`src/rtl/lthc_pkg.sv`:
```
`timescale 1ns / 1ps
// ----------------------------------------------------------------------------
// lthc_pkg
// Shared types and constants of the lidar terrain hazard classifier.
// ----------------------------------------------------------------------------
package lthc_pkg;

    localparam int RANGE_W = 16;
    localparam int ANGLE_W = 14;
    localparam int HALF_W  = 12;
    localparam int FRAC_W  = 9;
    localparam int CONF_W  = 8;
    localparam int CFG_W   = 16;
    localparam int QUOT_W  = 9;

    localparam logic [FRAC_W-1:0]  Q8_ONE      = 9'd256;
    localparam logic signed [15:0] TWO_PI_MRAD = 16'sd6283;

    typedef enum logic [2:0] {
        HZ_NONE        = 3'd0,
        HZ_NO_RETURN   = 3'd1,
        HZ_DROP_OFF    = 3'd2,
        HZ_OBSTRUCTION = 3'd3,
        HZ_ROUGH       = 3'd4
    } t_hazard;

    typedef enum logic [2:0] {
        DS_COV  = 3'd0,
        DS_FAR  = 3'd1,
        DS_NEAR = 3'd2,
        DS_C1   = 3'd3,
        DS_C2   = 3'd4
    } t_div_sel;

    typedef enum logic [2:0] {
        CFG_FWD_HALF  = 3'd0,
        CFG_DROP_OFF  = 3'd1,
        CFG_NEAR      = 3'd2,
        CFG_JUMP      = 3'd3,
        CFG_ROUGH     = 3'd4,
        CFG_HAZ_FRAC  = 3'd5,
        CFG_MIN_VALID = 3'd6,
        CFG_CONFIRM   = 3'd7
    } t_cfg_idx;

    typedef struct packed {
        logic     take;
        logic     prep;
        logic     prep2;
        logic     classify;
        logic     div_start;
        t_div_sel div_sel;
        logic     sqrt_start;
        logic     update;
    } t_cmd;

    typedef struct packed {
        t_hazard kind;
        logic    div_done;
        logic    sqrt_done;
    } t_stat;

endpackage

```
`src/rtl/lthc_ctrl.sv`:
```
`timescale 1ns / 1ps
// ----------------------------------------------------------------------------
// lthc_ctrl
// Controller: sequences sample intake, end-of-scan math and result hand-off.
// ----------------------------------------------------------------------------
module lthc_ctrl
    import lthc_pkg::*;
(
    input  logic  i_clk,
    input  logic  i_rst_n,
    input  logic  i_s_tvalid,
    input  logic  i_s_tlast,
    input  logic  i_m_tready,
    input  t_stat i_stat,
    output t_cmd  o_cmd,
    output logic  o_s_tready,
    output logic  o_m_tvalid
);

    typedef enum logic [11:0] {
        ST_IDLE   = 12'b000000000001,
        ST_PREP   = 12'b000000000010,
        ST_PREP2  = 12'b000000000100,
        ST_CLASS  = 12'b000000001000,
        ST_W_COV  = 12'b000000010000,
        ST_W_CONF = 12'b000000100000,
        ST_W_SQRT = 12'b000001000000,
        ST_C1S    = 12'b000010000000,
        ST_W_C1   = 12'b000100000000,
        ST_W_C2   = 12'b001000000000,
        ST_UPD    = 12'b010000000000,
        ST_OUT    = 12'b100000000000
    } t_state;

    t_state r_state, n_state;

    assign o_s_tready = (r_state == ST_IDLE);
    assign o_m_tvalid = (r_state == ST_OUT);

    always_comb begin
        n_state = r_state;
        o_cmd   = '0;
        unique case (r_state)
            ST_IDLE: begin
                if (i_s_tvalid) begin
                    o_cmd.take = 1'b1;
                    if (i_s_tlast) n_state = ST_PREP;
                end
            end
            ST_PREP: begin
                o_cmd.prep = 1'b1;
                n_state    = ST_PREP2;
            end
            ST_PREP2: begin
                o_cmd.prep2 = 1'b1;
                n_state     = ST_CLASS;
            end
            ST_CLASS: begin
                o_cmd.classify  = 1'b1;
                o_cmd.div_start = 1'b1;
                o_cmd.div_sel   = DS_COV;
                n_state         = ST_W_COV;
            end
            ST_W_COV: begin
                if (i_stat.div_done) begin
                    case (i_stat.kind)
                        HZ_DROP_OFF: begin
                            o_cmd.div_start = 1'b1;
                            o_cmd.div_sel   = DS_FAR;
                            n_state         = ST_W_CONF;
                        end
                        HZ_OBSTRUCTION: begin
                            o_cmd.div_start = 1'b1;
                            o_cmd.div_sel   = DS_NEAR;
                            n_state         = ST_W_CONF;
                        end
                        HZ_ROUGH: begin
                            o_cmd.sqrt_start = 1'b1;
                            n_state          = ST_W_SQRT;
                        end
                        default: n_state = ST_UPD;
                    endcase
                end
            end
            ST_W_CONF: begin
                if (i_stat.div_done) n_state = ST_UPD;
            end
            ST_W_SQRT: begin
                if (i_stat.sqrt_done) n_state = ST_C1S;
            end
            ST_C1S: begin
                o_cmd.div_start = 1'b1;
                o_cmd.div_sel   = DS_C1;
                n_state         = ST_W_C1;
            end
            ST_W_C1: begin
                if (i_stat.div_done) begin
                    o_cmd.div_start = 1'b1;
                    o_cmd.div_sel   = DS_C2;
                    n_state         = ST_W_C2;
                end
            end
            ST_W_C2: begin
                if (i_stat.div_done) n_state = ST_UPD;
            end
            ST_UPD: begin
                o_cmd.update = 1'b1;
                n_state      = ST_OUT;
            end
            ST_OUT: begin
                if (i_m_tready) n_state = ST_IDLE;
            end
            default: n_state = ST_IDLE;
        endcase
    end

    always_ff @(posedge i_clk) begin
        if (!i_rst_n) begin
            r_state <= ST_IDLE;
        end else begin
            r_state <= n_state;
        end
    end

endmodule

```
`config.mk`:
```
export PLATFORM = sky130hd
export DESIGN_NAME = lthc_ctrl
export DESIGN_NICKNAME = d
export VERILOG_FILES = /design/src/rtl/lthc_pkg.sv /design/src/rtl/lthc_ctrl.sv
export SDC_FILE = /design/constraint.sdc
export NUM_CORES = 1
export LEC_CHECK = 0
export BUFFER_PORTS_ARGS = -buffer_cell sky130_fd_sc_hd__buf_2
export CAP_MARGIN = 0
export CORE_UTILIZATION = 40
export DETAILED_ROUTE_END_ITERATION = 10
export SLEW_MARGIN = 15
export SYNTH_ARGS = -nofsm -noshare
export SYNTH_HDL_FRONTEND = slang
export SYNTH_SLANG_ARGS = --single-unit
```
`constraint.sdc`:
```
create_clock -name i_clk -period 6.4 [get_ports i_clk]
set_clock_uncertainty 0.1 [all_clocks]
set_input_delay 0.32 -clock i_clk [delete_from_list [all_inputs] [get_ports i_clk]]
set_output_delay 0.32 -clock i_clk [all_outputs]
set_load 0.01 [all_outputs]
```
After elaboration in Yosys (flattened, before gate mapping)
Cells that the tools add are included.

Eq/ne operators: 22. Multiplexer cells: 21. Reduce and logical (&&, ||, !) cells: 3.

Operators with widths (number): 12-bit one-hot mux with 11 select lines (1); 12-bit two-way mux (7); 11-bit one-hot mux with 2 select lines (1); 4-bit one-hot mux with 4 select lines (1); 12-bit by 1-bit equality test with 1-bit output (second input constant) (1); 12-bit by 10-bit equality test with 1-bit output (second input constant) (1); 12-bit by 11-bit equality test with 1-bit output (second input constant) (1); 12-bit equality test (second input constant) (1); 12-bit by 2-bit equality test with 1-bit output (second input constant) (1); 12-bit by 3-bit equality test with 1-bit output (second input constant) (1); 12-bit by 4-bit equality test with 1-bit output (second input constant) (1); 12-bit by 5-bit equality test with 1-bit output (second input constant) (1); 12-bit by 6-bit equality test with 1-bit output (second input constant) (1); 12-bit by 7-bit equality test with 1-bit output (second input constant) (1); 12-bit by 8-bit equality test with 1-bit output (second input constant) (1); 12-bit by 9-bit equality test with 1-bit output (second input constant) (1); 2-bit inequality test (second input constant) (6); 1-bit two-way mux (8); 4-bit one-hot mux with 2 select lines (1); 7-bit AND reduction (1); 3-bit by 2-bit equality test with 1-bit output (second input constant) (2); 5-bit two-way mux (1); 4-bit two-way mux (1); 2-bit OR reduction (2); 2 further kinds (2).

Register bits after elaboration: 12. Output and inout bits: 12.

Logic depth before layout (Yosys ltp)
Depth in word-level cells: 5. Mapped depth: 8. Depth with buffers taken out: 6.

Least setup slack after synthesis
OpenSTA, ideal clock, no wires.

Path type: reg-to-output. Start: reg r_state[1]. End: out o_cmd[5] (netlist bit). Data arrival time: 2066 ps. Required time: 5980 ps. Setup slack: 3914 ps. Stages on the path, launching flop included: 8. Path buffers: 2. Cells stage by stage: dfxtp_1 buf_6 or4_4 or4_4 buf_6 nor2_1 a31oi_1 o21ai_0.

RTL lines: from (decl) (RTL line lthc_ctrl.sv:35) `t_state r_state, n_state;`; from (signal assigned) (RTL line lthc_ctrl.sv:121) `r_state <= n_state;`; to (decl) (RTL line lthc_ctrl.sv:15) `output t_cmd o_cmd,`.

==> flow_summary_export.csv <==
group,metric,value,unit
sta,fin_worst_hold_slack,0.241,ns
final_layout,largest_register_ff_count,12,
setup_path,critPathMaxStageDelay,0.60,ns
die,die-height,49.8,um
clock_tree,tritoncts_num_sinks,12,
sta,worst_slew_margin_rel,0.516,
route,antenna_left,0,
synth,syn_area_per_cell,7.82,um2
route,detailroute.wirelength.met2,987,um
clock_tree,worstSkewPairLatency,0.28,ns
final_layout,finalInstanceArea,1020,um2
final_layout,final_cell_mix,"sky130_fd_sc_hd__buf_2, sky130_fd_sc_hd__nor2_1, sky130_fd_sc_hd__dfxtp_1",
setup_path,worst_setup_path_endpoint,"o_cmd[5]",
setup_path,crit_type,"flop to output pin",
pwr,total_leakage_power,0.000433,uW
pwr,intPower,137,uW
route,final_routed_wirelength,2250,um
synth,synth-adder-area-share,0,
die,area_enclosed_by_the_die_boundary,2480,um2
placement,hpwlAfterDp,1670,um
synth,synth.distinct_cells,39,
synth,synth-edff-count,0,
sta,timing.setup.tns,0,ns
clock_tree,clkSlewWorstSetupHoldPaths,0.09,ns
synth,async_reset_ff_frac,0,
grt,antenna_found_initial,0,
clock_tree,clock_path_buffers,2,
final_layout,drive_gt1_frac,0.256,
placement,postPlaceCellArea,981,um2
setup_path,crit_cells,6,
sta,final_max_slew_viol_count,0,
final_layout,reg.largest.list,"r_state x12",
placement,place.gp.congestion,0.932,
route,max_layer_used,"met4",
grt,first_global_vias,806,
route,drc,0,
synth,synth_xor_xnor_area_share,0.0479,
setup_path,path_cells,"or4_4 > or4_4 > nor2_1 > a31oi_1 > o21ai_0 > buf_2",
setup_path,cp_common_cell,"sky130_fd_sc_hd__or4_4",
placement,dp_cells,156,
final_layout,regMostFlops,"r_state",
clock_tree,tritoncts,"yes",
setup_path,critical_path_peak_fanout,8,
clock_tree,post_cts_hold_buffer_count,0,
clock_tree,postCtsResizedCells,0,
route,wl_per_cell,14.0,um
sta,worst_pin_slew,0.719,ns
setup_path,worstSetupStartpoint,"r_state[0]",
final_layout,fillers,210,
clock_tree,cts.htree.levels,1,
pwr,switching_share,0.327,
grt,grt_util_all_layers,0.188,
setup_path,path_buf_inv,1,
setup_path,worst_endpoint_required_time,5.98,ns
min_path,hold_class,"input pin to flop",
final_layout,instances_no_fill,160,
setup_path,worst_setup_path_start_kind,"flop",
synth,synth.net_count,127,
route,vias,924,
pwr,proportion_of_power_drawn_by_the_clock_network,0.306,
pwr,power.density_cell_area,200,nW/um2
sta,min_period_over_period,0.443,
die,core_area,2060,um2
synth,post_synth_and_or_nand_nor_area_fraction,0.416,
setup_path,cp_data_arrival_time,2.42,ns
setup_path,rr_startpoint,"r_state[0]",
outcome,status,"finished, final reports clean",
final_layout,syn_to_final_growth,11.2,%
synth,synth_compound_area_frac,0.175,
sta,setup_viol_count_final,0,
pwr,power_switching,66.5,uW
placement,port_buffers,21,
synth,mux_contribution_to_synthesized_area,0.0109,
grt,global_route.overflow_total,0,
route,wl_met1,1060,um
synth,largest_family_of_logic_cells_by_synthesized_area,"simple AND/OR/NAND/NOR gates",
sta,fmaxAchievable,353,MHz
die,top_level_ports,22,
pwr,power.combinational.fraction,0.282,
setup_path,timing.reg2reg.setup_slack,3.96,ns
sta,layout_min_cycle_time,2.84,ns
die,initial_core_util,0.444,
setup_path,worstRegToRegCells,6,
final_layout,layout_commonest_cell,"sky130_fd_sc_hd__buf_2",
clock_tree,post-cts-setup-buffers,0,
clock_tree,ctsRootBufferMaster,"sky130_fd_sc_hd__clkbuf_4",
die,num_rows,16,
pwr,ir_worst_vdd,138,uV
job,cap_violations,0,
final_layout,nets,144,
pwr,power_frac_seq,0.412,
synth,postSynthCellCount,117,
sta,grt_setup_unrepaired,"no",
die,die_width,49.8,um
synth,dominant_synthesized_flop_cell,"sky130_fd_sc_hd__dfxtp_1",
route,drt-initial-drc-count,39,
synth,syn_area,915,um2
synth,ys_ff_latch,12,
grt,wire_length_of_the_first_global_routing_pass,3570,um
sta,finalHoldViolations,0,
route,met3_length,169,um
setup_path,critical_path.reg2reg.endpoint,"r_state[5]",
grt,maximum_number_of_pins_on_one_net_before_global_route_repair,11,
setup_path,critical_path_capture_point_type,"output pin",
route,drt_pass_1_iters,4,
route,vias_per_cell,5.78,
setup_path,cp_slowest_cell,"sky130_fd_sc_hd__or4_4",
synth,synthesis.yosys.warnings,0,
synth,ys_seq_area_frac,0.263,
final_layout,antenna_diode_count,0,
setup_path,path_delay_family,"simple AND/OR/NAND/NOR gates",
clock_tree,cts_made_buffers,3,
[power groups by stage]
stage / clock network [uW] / logic, uW / registers (uW)
6_report: 62.1 / 57.3 / 83.8
5_1_grt: 67.2 / 61.8 / 84.7
4_1_cts: 62.0 / 56.6 / 83.6
3_5_place_dp: 0 / 56.0 / 85.3
3_3_place_gp: 0 / 56.4 / 84.6
2_1_floorplan: 0 / 45.6 / 82.1
[how the worst min path moves through the flow]
stage,cells past startpoint,end,slack (ns),from
2_1_floorplan,1,r_state[4],0.34,i_rst_n
3_3_place_gp,2,r_state[7],0.45,r_state[6]
3_5_place_dp,2,r_state[8],0.47,r_state[8]
4_1_cts,2,r_state[11],0.24,i_rst_n
5_1_grt,2,r_state[4],0.24,i_rst_n
6_report,2,r_state[11],0.24,i_rst_n
[routing by layer]
| metal | vias up | GRT usage |
|---|---|---|
| li1 | 456 | - |
| met4 | 0 | 0.0714 |
| met5 | - | 0 |
| met2 | 40 | 0.293 |
| met1 | 424 | 0.261 |
| met3 | 4 | 0.0247 |
[metrics by stage]
| stage | worst slack [ns] | power [uW] | util |
|---|---|---|---|
| 6_report | 3.56 | 203 | 0.493 |
| 5_1_grt | 3.46 | 214 | 0.493 |
| 4_1_cts | 3.59 | 202 | 0.493 |
| 3_5_place_dp | 3.89 | 141 | 0.476 |
| 3_3_place_gp | 3.97 | 141 | 0.476 |
| 2_1_floorplan | 3.91 | 128 | - |
[area by class of cell]
type	instances	area, um2	area share
Clock buffer	4	36.3	0.0357
Inverter	2	7.51	0.00738
Multi-Input combinational cell	94	594	0.584
Sequential cell	12	240	0.236
Tap cell	27	33.8	0.0332
Timing Repair Buffer	21	105	0.103
[cells in the mapped netlist, drive strengths merged (3+ instances only)]
library cell | n | share of area
nand3 | 7 | 0.038
a21oi | 4 | 0.022
nand2 | 11 | 0.045
dfxtp | 12 | 0.26
nor2b | 3 | 0.021
o21ai | 4 | 0.022
nor2 | 18 | 0.074
buf | 8 | 0.074
o21a | 4 | 0.033
xnor2 | 3 | 0.029
or4 | 4 | 0.045
nor4 | 3 | 0.021
nor3 | 6 | 0.033
and4 | 3 | 0.029
[cells by family (layout without fill, tap and decap cells)]
kind of cell / after synthesis / count (layout)
AO/OA/AOI/OAI: 20 / 20
AND/OR/NAND/NOR: 68 / 68
flip-flops: 12 / 12
XOR/XNOR: 5 / 5
buffers and inverters: 11 / 27
multiplexers: 1 / 1
Power figures use the tool's default switching activity.
